===== config.mk =====
export PLATFORM = sky130hd
export DESIGN_NAME = jls_cell
export DESIGN_NICKNAME = d
export VERILOG_FILES = /design/src/rtl/jacobi_linear_solver_unit_defines.svh /design/src/rtl/jls_pkg.sv /design/src/rtl/jls_cell.sv
export SDC_FILE = /design/constraint.sdc
export NUM_CORES = 1
export LEC_CHECK = 0
export ABC_AREA = 1
export BUFFER_PORTS_ARGS = -buffer_cell sky130_fd_sc_hd__buf_4
export CAP_MARGIN = 20
export CORE_MARGIN = 2
export CORE_UTILIZATION = 47
export CTS_CLUSTER_SIZE = 40
export DETAILED_ROUTE_END_ITERATION = 7
export MAX_ROUTING_LAYER = met4
export PLACE_DENSITY = 0.84
export SYNTH_ARGS = -nofsm -noshare
export SYNTH_HDL_FRONTEND = slang
export SYNTH_SLANG_ARGS = --single-unit

===== constraint.sdc =====
create_clock -name clock -period 6.9 [get_ports clock]
set_clock_uncertainty 0.1 [all_clocks]
set_input_delay 0.69 -clock clock [delete_from_list [all_inputs] [get_ports clock]]
set_output_delay 0.69 -clock clock [all_outputs]
set_load 0.05 [all_outputs]

===== src/rtl/jacobi_linear_solver_unit_defines.svh =====
// Assertion helpers for the solver RTL.
`ifndef JACOBI_LINEAR_SOLVER_UNIT_DEFINES_SVH
`define JACOBI_LINEAR_SOLVER_UNIT_DEFINES_SVH

// Same-cycle implication.
`define JLS_ASSERT_IMP(lbl, clk, rst, ante, cons, msg) \
   lbl: assert property (@(posedge clk) disable iff (rst) (ante) |-> (cons)) \
      else $error(msg);

// Next-cycle implication.
`define JLS_ASSERT_NXT(lbl, clk, rst, ante, cons, msg) \
   lbl: assert property (@(posedge clk) disable iff (rst) (ante) |=> (cons)) \
      else $error(msg);

`endif


===== src/rtl/jls_pkg.sv =====
package jls_pkg;

   localparam int MAX_SIZE = 16;
   localparam int IDX_W    = $clog2(MAX_SIZE);
   localparam int CNT_W    = IDX_W + 1;
   localparam int ADDR_W   = 2 * IDX_W;
   localparam int DATA_W   = 32;
   localparam int FRAC_W   = 16;

   typedef logic signed [DATA_W-1:0] q16_type;

   typedef enum logic [1:0] {
      OP_LOAD_COEF = 2'd0,
      OP_LOAD_RHS  = 2'd1,
      OP_SOLVE     = 2'd2
   } opcode_type;

   typedef enum logic [1:0] {
      STAT_CONVERGED = 2'd0,
      STAT_LIMIT     = 2'd1,
      STAT_ZERO_DIAG = 2'd2
   } status_type;

   typedef enum logic [1:0] {
      CSR_SIZE  = 2'd0,
      CSR_TOL   = 2'd1,
      CSR_LIMIT = 2'd2
   } csr_index_type;

   localparam logic [4:0]  SIZE_RESET  = 5'd16;
   localparam logic [30:0] TOL_RESET   = 31'd32768;
   localparam logic [7:0]  LIMIT_RESET = 8'd50;

   typedef enum logic [3:0] {
      S_IDLE,
      S_DIAG_RD,
      S_DIAG_CHK,
      S_ROW_RD,
      S_ROW_D,
      S_BETA_WAIT,
      S_ALPHA_RD,
      S_ALPHA_DIV,
      S_ALPHA_WAIT,
      S_ROW_START,
      S_MAC,
      S_DRAIN,
      S_ROW_END,
      S_CHANGE,
      S_CHECK,
      S_OUT
   } solve_state_type;

   typedef enum logic [2:0] {
      CELL_HOLD,
      CELL_LOAD,
      CELL_ROT_PREV,
      CELL_PUSH,
      CELL_ROT_PAIR,
      CELL_ROT_CUR,
      CELL_COPY
   } cell_op_type;

endpackage


===== src/rtl/jls_cell.sv =====
module jls_cell (
   input  logic                 clock,
   input  jls_pkg::cell_op_type op,
   input  jls_pkg::q16_type     prev_nxt,
   input  jls_pkg::q16_type     cur_nxt,
   input  jls_pkg::q16_type     beta_nxt,
   output jls_pkg::q16_type     prev,
   output jls_pkg::q16_type     cur,
   output jls_pkg::q16_type     beta
);

   jls_pkg::q16_type prev_ff, prev_in;
   jls_pkg::q16_type cur_ff, cur_in;
   jls_pkg::q16_type beta_ff, beta_in;

   always_comb begin
      prev_in = prev_ff;
      cur_in  = cur_ff;
      beta_in = beta_ff;
      unique case (op)
         jls_pkg::CELL_LOAD: begin
            prev_in = prev_nxt;
            cur_in  = cur_nxt;
            beta_in = beta_nxt;
         end
         jls_pkg::CELL_ROT_PREV: prev_in = prev_nxt;
         jls_pkg::CELL_PUSH: begin
            cur_in  = cur_nxt;
            beta_in = beta_nxt;
         end
         jls_pkg::CELL_ROT_PAIR: begin
            prev_in = prev_nxt;
            cur_in  = cur_nxt;
         end
         jls_pkg::CELL_ROT_CUR: cur_in = cur_nxt;
         jls_pkg::CELL_COPY: prev_in = cur_ff;
         default: ;
      endcase
   end

   always_ff @(posedge clock) begin
      prev_ff <= prev_in;
      cur_ff  <= cur_in;
      beta_ff <= beta_in;
   end

   assign prev = prev_ff;
   assign cur  = cur_ff;
   assign beta = beta_ff;

endmodule


==> flow_summary.yaml <==
detailed_routing:
  via_per_inst: 4.91
  dr.pass1.iters: 5
  finalWirelength_um: 8980
  num_vias: 2531
  drcViolationCount: 0
  antenna_left: 0
  routedWlPerCell_um: 17.4
  drtIter0Drc: 111
worst_setup_path:
  regToRegSetupSlack_ns: 5.95
  startpoint: "op[0]"
  crit_type: "in2reg"
  reg2reg_from: "cur[5]"
  crit_fanout: 35
  endpoint_kind: "flip-flop"
  worstRegToRegCells: 2
  start_kind: "primary input"
  worstReg2RegEnd: "prev[5]"
  endpoint: "prev[25]"
  arrival_ns: 2.24
  critPathRequiredTime_ns: 6.83
synthesis:
  syn_nets: 318
  synth_cell_types: 10
  ys_seq_elements: 96
  syn_area_per_cell_um2: 16.0
  ys_warn_count: 0
  yosysSeqAreaShare: 0.826
  synth_cells: 218
  synth_area_um2: 3490
grt:
  overflow: 0
  grt_pass1_vias: 2657
  grt_use_total: 0.224
  grt_first_pass_wirelength_um: 13400
  grt_max_degree: 37
  grt_antenna_before_repair: 0
clock_tree:
  postCtsSetupBuffers: 0
  htreeDepth: 3
  cts_inserted_buffers: 9
  cts_sinks: 96
  cts_hold_buf: 0
  clockBufferDepth: 2
  clock_latency_ns: 0.34
  cts_resized: 0
  cts_tree: "done"
  clk_pin_slew_ns: 0.09
  clockRootBuffer: "clkbuf_8"
cells_and_area:
  mostFrequentLayoutCells: "196 x buf_4, 96 x edfxtp_1, 70 x nand2_1"
  layout_commonest_cell: "buf_4"
  final_util: 0.721
  syn2layout_area_growth_pct: 49.1
  layout.nets: 512
  fin_area_um2: 5200
  diodes: 0
  layout-drive-gt1-share: 0.513
  nFillCells: 553
status:
  outcome: "finished clean"
timing:
  hold_viol: 0
  clock.fmax_mhz: 433
  worst_pin_slew_ns: 1.03
  slew-limit-headroom: 0.312
  timing.hold.ws_ns: 0.410
  tns_ns: 0
  period_share: 0.335
  slew_violations: 0
  period_needed_ns: 2.31
  rsz0062_at_grt: "no"
  setup_violations: 0
place:
  placed_cell_area_um2: 4990
  hpwl_um: 6600
  place_congestion: 0.810
  port_buffers: 195
die:
  boundaryPins: 196
  dieHeight_um: 90.2
  coreArea_um2: 7210
  die_w_um: 90.2
  start_util: 0.484
  die_area_um2: 8140
  rows: 31
run:
  max_cap_violations: 0
pwr:
  ir_worst_vdd_mv: 0.149
  powerDensity_nw_per_um2: 269
  p_leak_nw: 2.29
hold_path:
  hold_path.class: "in2reg"
## area by class of cell
class,count,area (µm²),share of cell area
clock buffers,10,128,0.0245
clock inverters,6,60.1,0.0115
inverters,4,15.0,0.00288
multi-input cells,104,497,0.0954
flip-flops and latches,96,2880,0.554
well taps,99,124,0.0238
repair buffers,197,1500,0.288
## through the flow
stage	std cells	setup WS, ns	total power [mW]
2_1_floorplan	218	3.03	0.934
3_3_place_gp	499	4.28	1.05
3_5_place_dp	499	4.22	1.06
4_1_cts	515	4.58	1.40
5_1_grt	516	4.41	1.44
6_report	516	4.59	1.40
## registers in the layout (all words and copies together), names as in the netlist
register / flops
cur: 32
beta: 32
prev: 32
## worst min-delay path by stage
stage | cells after the start | slack (ns) | from | end
after global routing | 1 | 0.40 | cur_nxt[3] | cur[3]
after floorplan | 0 | 0.69 | beta_nxt[0] | beta[0]
after CTS | 1 | 0.40 | beta_nxt[7] | beta[7]
final | 1 | 0.41 | beta_nxt[28] | beta[28]
after detailed placement | 2 | 0.48 | cur[11] | prev[11]
after global placement | 2 | 0.48 | cur[11] | prev[11]
## layer usage
metal  global-route usage  vias to the layer above  routed length, µm
li1                     -                     1195                  -
met1                0.236                     1189               3020
met2                0.397                      127               4980
met3               0.0469                       20                703
met4                0.115                        0                276
met5                    -                        -                  0
## report_power, final
| group | switching (mW) | internal [mW] |
|---|---|---|
| sequential | 0.0202 | 0.699 |
| clock | 0.184 | 0.166 |
| combinational | 0.227 | 0.102 |
## Yosys cell counts
| master | n | area (µm²) |
|---|---|---|
| buf_4 | 8 | 60.1 |
| o21ai_0 | 1 | 5.00 |
| nand3_4 | 1 | 17.5 |
| nand2_1 | 70 | 263 |
| buf_6 | 3 | 33.8 |
| inv_1 | 3 | 11.3 |
| nand4_1 | 32 | 200 |
| buf_2 | 3 | 15.0 |
| inv_2 | 1 | 3.75 |
| edfxtp_1 | 96 | 2880 |
## kinds of logic after synthesis
family	Yosys count	synth area share
and+or+nand+nor	103	0.138
DFF	96	0.826
buffers and inverters	18	0.0355
AOI/OAI and AO/OA	1	0.00143
## critical path, cell delays in order
cell	delay, ns
buf_4	0.12
inv_2	0.43
nand2_1	0.10
nand2_1	0.08
nand2_1	0.05
nand2_1	0.37
buf_4	0.39
Power figures use the tool's default switching activity.
