$ cat src/rtl/jacobi_linear_solver_unit_defines.svh
// Assertion helpers for the solver RTL.
`ifndef JACOBI_LINEAR_SOLVER_UNIT_DEFINES_SVH
`define JACOBI_LINEAR_SOLVER_UNIT_DEFINES_SVH

// Same-cycle implication.
`define JLS_ASSERT_IMP(lbl, clk, rst, ante, cons, msg) \
   lbl: assert property (@(posedge clk) disable iff (rst) (ante) |-> (cons)) \
      else $error(msg);

// Next-cycle implication.
`define JLS_ASSERT_NXT(lbl, clk, rst, ante, cons, msg) \
   lbl: assert property (@(posedge clk) disable iff (rst) (ante) |=> (cons)) \
      else $error(msg);

`endif

$ cat src/rtl/jls_pkg.sv
package jls_pkg;

   localparam int MAX_SIZE = 16;
   localparam int IDX_W    = $clog2(MAX_SIZE);
   localparam int CNT_W    = IDX_W + 1;
   localparam int ADDR_W   = 2 * IDX_W;
   localparam int DATA_W   = 32;
   localparam int FRAC_W   = 16;

   typedef logic signed [DATA_W-1:0] q16_type;

   typedef enum logic [1:0] {
      OP_LOAD_COEF = 2'd0,
      OP_LOAD_RHS  = 2'd1,
      OP_SOLVE     = 2'd2
   } opcode_type;

   typedef enum logic [1:0] {
      STAT_CONVERGED = 2'd0,
      STAT_LIMIT     = 2'd1,
      STAT_ZERO_DIAG = 2'd2
   } status_type;

   typedef enum logic [1:0] {
      CSR_SIZE  = 2'd0,
      CSR_TOL   = 2'd1,
      CSR_LIMIT = 2'd2
   } csr_index_type;

   localparam logic [4:0]  SIZE_RESET  = 5'd16;
   localparam logic [30:0] TOL_RESET   = 31'd32768;
   localparam logic [7:0]  LIMIT_RESET = 8'd50;

   typedef enum logic [3:0] {
      S_IDLE,
      S_DIAG_RD,
      S_DIAG_CHK,
      S_ROW_RD,
      S_ROW_D,
      S_BETA_WAIT,
      S_ALPHA_RD,
      S_ALPHA_DIV,
      S_ALPHA_WAIT,
      S_ROW_START,
      S_MAC,
      S_DRAIN,
      S_ROW_END,
      S_CHANGE,
      S_CHECK,
      S_OUT
   } solve_state_type;

   typedef enum logic [2:0] {
      CELL_HOLD,
      CELL_LOAD,
      CELL_ROT_PREV,
      CELL_PUSH,
      CELL_ROT_PAIR,
      CELL_ROT_CUR,
      CELL_COPY
   } cell_op_type;

endpackage

$ cat src/rtl/jls_div.sv
module jls_div (
   input  logic             clock,
   input  logic             reset,
   input  logic             start,
   input  logic             negate,
   input  jls_pkg::q16_type num,
   input  jls_pkg::q16_type den,
   output logic             busy,
   output logic             done,
   output jls_pkg::q16_type quot
);

   localparam int DW   = jls_pkg::DATA_W;
   localparam int Q_W  = jls_pkg::DATA_W + jls_pkg::FRAC_W;
   localparam int ST_W = $clog2(Q_W);

   logic            busy_ff, busy_in;
   logic            done_ff, done_in;
   logic [ST_W-1:0] cnt_ff, cnt_in;
   logic [Q_W-1:0]  q_ff, q_in;
   logic [DW:0]     rem_ff, rem_in;
   logic [DW-1:0]   den_ff, den_in;
   logic            neg_ff, neg_in;

   logic [DW-1:0]   num_mag, den_mag;
   logic [DW:0]     trial;
   logic            fits, big;

   assign num_mag = num[DW-1] ? DW'(-num) : DW'(num);
   assign den_mag = den[DW-1] ? DW'(-den) : DW'(den);
   assign trial   = {rem_ff[DW-1:0], q_ff[Q_W-1]};
   assign fits    = trial >= {1'b0, den_ff};

   always_comb begin
      busy_in = busy_ff;
      done_in = 1'b0;
      cnt_in  = cnt_ff;
      q_in    = q_ff;
      rem_in  = rem_ff;
      den_in  = den_ff;
      neg_in  = neg_ff;
      if (start) begin
         busy_in = 1'b1;
         cnt_in  = '0;
         q_in    = {num_mag, {jls_pkg::FRAC_W{1'b0}}};
         rem_in  = '0;
         den_in  = den_mag;
         neg_in  = num[DW-1] ^ negate ^ den[DW-1];
      end else if (busy_ff) begin
         // one quotient bit per cycle, restoring
         rem_in = fits ? (trial - {1'b0, den_ff}) : trial;
         q_in   = {q_ff[Q_W-2:0], fits};
         cnt_in = cnt_ff + ST_W'(1);
         if (cnt_ff == ST_W'(Q_W - 1)) begin
            busy_in = 1'b0;
            done_in = 1'b1;
         end
      end
   end

   always_ff @(posedge clock) begin
      if (reset) begin
         busy_ff <= 1'b0;
         done_ff <= 1'b0;
      end else begin
         busy_ff <= busy_in;
         done_ff <= done_in;
      end
      cnt_ff <= cnt_in;
      q_ff   <= q_in;
      rem_ff <= rem_in;
      den_ff <= den_in;
      neg_ff <= neg_in;
   end

   // magnitude at or above 2^31 saturates
   assign big = |q_ff[Q_W-1:DW-1];

   always_comb begin
      if (neg_ff) begin
         quot = big ? {1'b1, {(DW-1){1'b0}}} : jls_pkg::q16_type'(-q_ff[DW-1:0]);
      end else begin
         quot = big ? {1'b0, {(DW-1){1'b1}}} : jls_pkg::q16_type'(q_ff[DW-1:0]);
      end
   end

   assign busy = busy_ff;
   assign done = done_ff;

endmodule

$ cat config.mk
export PLATFORM = sky130hd
export DESIGN_NAME = jls_div
export DESIGN_NICKNAME = d
export VERILOG_FILES = /design/src/rtl/jacobi_linear_solver_unit_defines.svh /design/src/rtl/jls_pkg.sv /design/src/rtl/jls_div.sv
export SDC_FILE = /design/constraint.sdc
export NUM_CORES = 1
export LEC_CHECK = 0
export BUFFER_PORTS_ARGS = -buffer_cell sky130_fd_sc_hd__buf_2
export CORE_MARGIN = 1.5
export CORE_UTILIZATION = 59
export DETAILED_ROUTE_END_ITERATION = 8
export PLACE_DENSITY = 0.86
export SLEW_MARGIN = 5
export SYNTH_ARGS = -nofsm -noshare
export SYNTH_HDL_FRONTEND = slang
export SYNTH_SLANG_ARGS = --single-unit
$ cat constraint.sdc
create_clock -name clock -period 8.9 [get_ports clock]
set_input_delay 0 -clock clock [delete_from_list [all_inputs] [get_ports clock]]
set_output_delay 0 -clock clock [all_outputs]
set_load 0.02 [all_outputs]
==> results of run 1 <==
## cells in the final DEF (no fill, tap or decap), drive strengths merged, types with 13 or more instances in the layout
cell type      n
buf          109
o41ai         14
mux2i         19
or4           20
xnor2         60
edfxtp        65
xor2          46
inv           57
a21o          13
or3           19
ha            36
dlygate4sd3   47
nor3          17
a311oi        15
o211ai        19
o21ai        100
nor2          79
nand2        120
o31ai         25
clkbuf        23
a21oi         45
nand3         26
dfxtp         56
## per-stage QoR
stage	hold slack (ns)	total power, mW	cell area [um2]
floorplan	0.0724	0.983	8650
global route	0.0141	1.92	10300
finish	0.0137	1.85	10300
detailed placement	0.194	1.11	9240
global placement	0.184	1.10	9240
CTS	0.00130	1.83	10300
## cell type report
| class | instances | area share (%) |
|---|---|---|
| sequential | 121 | 29.8 |
| clock inverter | 9 | 1.04 |
| inverter | 54 | 1.96 |
| timing repair buffer | 156 | 10.0 |
| clock buffer | 23 | 4.85 |
| tap | 184 | 2.23 |
| multi-input combinational | 791 | 50.1 |
## sequential cells by signal, indices dropped and copies added (netlist names)
signal	count
busy	1
cnt_ff	6
den_ff	32
done	1
neg_ff	1
q_ff	48
rem_ff	32
## power by group through the flow
stage / Combinational [mW] / Clock, mW / Sequential (mW)
2_1_floorplan: 0.309 / 0 / 0.674
3_3_place_gp: 0.415 / 0 / 0.683
3_5_place_dp: 0.424 / 0 / 0.684
4_1_cts: 0.445 / 0.712 / 0.674
5_1_grt: 0.502 / 0.742 / 0.680
6_report: 0.459 / 0.715 / 0.676
## per-layer routing
| metal | vias to the layer above | part of all wire [%] | global-route usage (%) |
|---|---|---|---|
| met4 | 0 | 2.4 | 11.4 |
| met2 | 450 | 48 | 51.2 |
| met1 | 3945 | 42 | 39.8 |
| li1 | 3996 | - | - |
| met3 | 63 | 7.9 | 6.41 |
| met5 | - | 0 | 0 |
## path summary, 6_finish.rpt
check	to	slack, ns	cells after the start	start
worst max-delay path	rem_ff[0]$_SDFFE_PP0P_	5.19	11	den_ff[3]$_DFFE_PP_
worst min-delay path	q_ff[43]$_DFFE_PP_	0.01	3	num[27]
worst max register to register	rem_ff[0]$_SDFFE_PP0P_	5.19	11	den_ff[3]$_DFFE_PP_
worst min register to register	rem_ff[5]$_SDFFE_PP0P_	0.51	2	rem_ff[5]$_SDFFE_PP0P_
## what timing repair did
item                                   in CTS  in global routing
hold buffers                               47                  0
gates resized for setup                     0                  0
endpoints found under the hold margin      50                  0
## cell families (layout without fill, tap and decap cells)
kind of cell | count (synthesis) | after routing | share of synthesized area [%]
mux | 19 | 19 | 2.20
flops | 121 | 121 | 35.5
compound gates | 289 | 289 | 22.1
xor+xnor | 106 | 106 | 10.7
simple gates | 340 | 340 | 19.1
fa+ha+maj | 37 | 37 | 5.44
buf+inv | 109 | 242 | 4.82
## tightest hold or removal path, cell delays in order
cell and delay, ns:
buf_2 0.13, xor2_1 0.07, o21ai_0 0.13
==> impl_metrics.json, run 1 <==
{
  "pwr-share-clk_pct": 38.6,
  "cp_data_required_time_ns": 9.22,
  "path_delay_family": "compound AO/OA/AOI/OAI gates",
  "syn-cell-area_um2": 8650,
  "dp_hpwl_mm": 14.8,
  "ys_warn_count": 0,
  "die_x_um": 124,
  "h-tree-depth": 4,
  "pwr-share-seq_pct": 36.6,
  "critPathMaxStageDelay_ns": 0.83,
  "leakagePower_nw": 4.21,
  "relSlewSlack_pct": 19.8,
  "p_comb_share_pct": 24.8,
  "grt_start_max_net_pins": 78,
  "grt_usage_pct": 30.9,
  "period_share_pct": 41.7,
  "worst_slack_ns": 5.19,
  "num_rows": 44,
  "areaGrowthSynthToFinish_pct": 19.3,
  "cts_buffers": 17,
  "critical_path.cell_chain": "inv_1 > ha_1 > o211ai_1 > a21oi_1 > o2111ai_1 > a211o_1 > a21oi_1 > o211a_1 > o2111a_1 > nor2_1 > a311oi_1",
  "synth_top_area_share_pct": 22.6,
  "wl_per_cell_um": 17.5,
  "dp_cells": 1259,
  "die_y_um": 124,
  "portBuffers": 101,
  "cts_root_buf": "clkbuf_16",
  "power_density_nw_per_um2": 179,
  "fill_cells": 1025,
  "clock_path_buffers": 2,
  "crit_path_end_kind": "flop",
  "pre_cts_slack_ns": 5.41,
  "yosysTopAreaCell": "edfxtp_1",
  "diodes": 0,
  "fmax_mhz": 269,
  "hold_class": "in -> reg",
  "clock_latency_ns": 0.43,
  "peakVddDrop_mv": 0.107,
  "synth-edff-count": 65,
  "antenna_found_initial": 0,
  "ys_types": 62,
  "tns_ns": 0,
  "tightestPinTransition_ns": 1.20,
  "multiInputGateArea_um2": 5170,
  "cp_max_fo": 26,
  "ys_top_cells_by_count": "120 x nand2_1, 99 x o21ai_0, 79 x nor2_1, 65 x edfxtp_1, 60 x xnor2_1",
  "dr.pass1.iters": 6,
  "syn-num-nets": 1126,
  "slew_viol_final": 0,
  "dieArea_um2": 15400,
  "synth_seq_cells": 121,
  "final_util_pct": 71.5,
  "worstSetupPathType": "reg -> reg",
  "grt_pass1_wl_mm": 37.3,
  "regArea_um2": 3070,
  "skew_ns": 0.00810,
  "core-area_um2": 14400,
  "finalHoldViolations": 0,
  "overflow": 0,
  "gp_congestion": 0.942,
  "cts.sinks": 121,
  "drtIter0Drc": 989,
  "status": "finished clean",
  "synth-seq-area-share_pct": 35.5,
  "synth_area_leaders": "edfxtp_1 23%, dfxtp_1 13%, xnor2_1 6.1%, o21ai_0 5.7%, ha_1 5.2%",
  "ant_nets": 0,
  "crit_slowest_cell": "o2111a_1",
  "start_util_pct": 60.0,
  "path_buf_inv": 1,
  "p_switching_uw": 576,
  "ios": 102,
  "grt_pass1_vias": 7640,
  "ys.flop_type": "edfxtp_1",
  "vias": 8454,
  "post-cts-setup-buffers": 0,
  "synthMostInstantiatedCell": "nand2_1",
  "cpMostUsedCell": "a21oi_1",
  "fin_nets": 1246,
  "ys_async_sr_fraction_pct": 0,
  "setup-violations-final": 0,
  "cts_tree": "yes",
  "max_cap_viol_count": 0,
  "avgViaCountPerCell": 6.32,
  "cp-start-kind": "flop",
  "syn-mean-instance-area_um2": 8.47,
  "final_cells": 1338,
  "sw_frac_of_total_pct": 31.1,
  "syn_inst": 1021,
  "drc": 0,
  "period_minus_slack_ns": 3.71,
  "drive_gt1_share_pct": 13.3,
  "crit_arrival_ns": 4.03,
  "drt_wl_total_mm": 23.4,
  "rsz0062_at_grt": "false",
  "path_clk_slew_ns": 0.06,
  "cell_internal_pwr_mw": 1.27
}
Power figures use the tool's default switching activity.
==> run 2, diff against run 1 <==
--- a/config.mk
+++ b/config.mk
@@ -7,9 +7,9 @@
 export LEC_CHECK = 0
 export BUFFER_PORTS_ARGS = -buffer_cell sky130_fd_sc_hd__buf_2
 export CORE_MARGIN = 1.5
-export CORE_UTILIZATION = 59
+export CORE_UTILIZATION = 54
 export DETAILED_ROUTE_END_ITERATION = 8
-export PLACE_DENSITY = 0.86
+export PLACE_DENSITY = 0.83
 export SLEW_MARGIN = 5
 export SYNTH_ARGS = -nofsm -noshare
 export SYNTH_HDL_FRONTEND = slang
==> constraint.sdc (replaced) <==
create_clock -name clock -period 3.31 [get_ports clock]
set_input_delay 0 -clock clock [delete_from_list [all_inputs] [get_ports clock]]
set_output_delay 0 -clock clock [all_outputs]
set_load 0.02 [all_outputs]
==> impl_metrics.json, run 2 (synthesized netlist as in run 1, its figures left out) <==
{
  "status": "finished with violations",
  "violations": "negative setup slack",
  "top_register": "q_ff",
  "layout_common_cells": "120 x nand2_1, 98 x buf_2, 96 x o21ai_0",
  "multiInputGateArea_um2": 5330,
  "cp_max_fo": 3,
  "grt_pass1_wl_mm": 38.3,
  "drive_gt1_share_pct": 17.4,
  "fin_nets": 1272,
  "avgViaCountPerCell": 6.12,
  "fill_cells": 1217,
  "die_x_um": 130,
  "drt_wl_total_mm": 23.9,
  "h-tree-depth": 4,
  "path_delay_family": "simple AND/OR/NAND/NOR gates",
  "dieArea_um2": 16800,
  "portBuffers": 101,
  "pwr-share-seq_pct": 36.4,
  "critPathMaxStageDelay_ns": 0.53,
  "dr.pass1.iters": 6,
  "rsz0062_at_grt": "true",
  "cell_internal_pwr_mw": 3.44,
  "grt_start_max_net_pins": 66,
  "drc": 0,
  "largestRegisters": "q_ff x48, den_ff x32, rem_ff x32",
  "worstSetupPathType": "reg -> out",
  "period_minus_slack_ns": 3.32,
  "finalHoldViolations": 0,
  "period_share_pct": 100,
  "dp_hpwl_mm": 15.6,
  "regArea_um2": 3080,
  "cts_buffers": 17,
  "power_density_nw_per_um2": 468,
  "reg2regPathDepth": 13,
  "p_comb_share_pct": 25.3,
  "final_cell_area_um2": 10800,
  "path_buf_inv": 1,
  "crit_arrival_ns": 3.32,
  "start_util_pct": 54.8,
  "crit_path_end_kind": "primary output",
  "final_util_pct": 68.2,
  "setup-violations-final": 3,
  "place_area_um2": 9400,
  "sw_frac_of_total_pct": 31.7,
  "cts_tree": "yes",
  "wl_per_cell_um": 17.1,
  "skew_ns": 0.00705,
  "p_switching_mw": 1.59,
  "grt-busiest-layer": "met2",
  "grt_pass1_vias": 7914,
  "antenna_found_initial": 1,
  "min_delay_path_depth": 3,
  "drtIter0Drc": 814,
  "ios": 102,
  "pwr-share-clk_pct": 38.4,
  "whs_ns": 0.0149,
  "peakVddDrop_mv": 0.384,
  "gr-usage-met2_pct": 47.3,
  "critical_path.cell_chain": "or3_4 > or4b_4 > or3_4 > or3_4 > or2_4 > nor2_1 > nand2_1 > o31ai_2 > xor2_1 > buf_4",
  "gp_congestion": 0.937,
  "cp_data_required_time_ns": 3.31,
  "cts.sinks": 121,
  "num_rows": 46,
  "vias": 8551,
  "die_y_um": 130,
  "ant_nets": 0,
  "areaGrowthSynthToFinish_pct": 24.4,
  "cts_root_buf": "clkbuf_16",
  "largest_reg_flops": 48,
  "clock_latency_ns": 0.43,
  "leakagePower_nw": 4.40,
  "overflow": 0,
  "clock_path_buffers": 2,
  "relSlewSlack_pct": 37.6,
  "hold_class": "in -> reg",
  "crit_slowest_cell": "or4b_4",
  "core-area_um2": 15800,
  "layout_commonest_cell": "nand2_1",
  "fmax_mhz": 301,
  "use_met3_pct": 5.99,
  "path_clk_slew_ns": 0.06,
  "grt.met1_usage_pct": 36.5,
  "worst_slack_ns": -0.0144,
  "cp-start-kind": "flop",
  "grt_usage_pct": 28.7,
  "tns_ns": -0.0318,
  "slew_viol_final": 0,
  "cp.depth": 10,
  "tightestPinTransition_ns": 0.934,
  "max_cap_viol_count": 0,
  "cpMostUsedCell": "or3_4"
}
==> run 2: what timing repair did <==
action                                  CTS  global route
gates resized for setup                  13            25
hold endpoints to repair                 48             0
pin swaps                                 7            11
setup buffers                             5             6
hold buffers                             49             0
endpoints found under the setup margin   11            26
==> run 2: worst min-delay path, cell delays in order <==
cell and delay (ns):
buf_2 0.09, xor2_1 0.08, o21ai_0 0.15
==> run 2: path summary, 6_finish.rpt <==
path                          startpoint                      end  slack (ns)
setup reg to reg     den_ff[2]$_DFFE_PP_  rem_ff[31]$_SDFFE_PP0P_        0.20
setup / recovery    q_ff[7]$_SDFFE_PP0P_                 quot[29]       -0.01
hold reg to reg   rem_ff[9]$_SDFFE_PP0P_   rem_ff[9]$_SDFFE_PP0P_        0.51
hold / removal                   num[17]       q_ff[33]$_DFFE_PP_        0.01
==> run 2: layout make-up <==
| class | count | area share (%) |
|---|---|---|
| diodes | 1 | 0.0233 |
| clock buffers | 19 | 4.42 |
| clock inverters | 13 | 1.29 |
| inverters | 54 | 1.88 |
| multi-input cells | 791 | 49.5 |
| flip-flops and latches | 121 | 28.6 |
| well taps | 216 | 2.51 |
| repair buffers | 182 | 11.7 |
==> run 2: routing by layer <==
| layer | share of wire, % | wire (um) |
|---|---|---|
| met3 | 7.7 | 1840 |
| met2 | 48 | 11600 |
| met1 | 42 | 9950 |
| met5 | 0 | 0 |
| met4 | 2.4 | 578 |
==> run 2: through the flow <==
stage | total power, mW | std cells | setup slack (ns)
final | 5.03 | 1397 | -0.0144
after global routing | 5.22 | 1396 | -0.122
after CTS | 4.99 | 1391 | -0.0680
after detailed placement | 3.01 | 1305 | 0.0978
after global placement | 2.98 | 1305 | 0.169
after floorplan | 2.64 | 1021 | 0.263
==> run 2: power by group through the flow <==
stage                     combinational, mW  clock [mW]  sequential (mW)
after floorplan                       0.831           0             1.81
after global placement                 1.13           0             1.85
after detailed placement               1.16           0             1.85
after CTS                              1.22        1.94             1.82
after global routing                   1.39        1.99             1.84
final                                  1.27        1.93             1.83
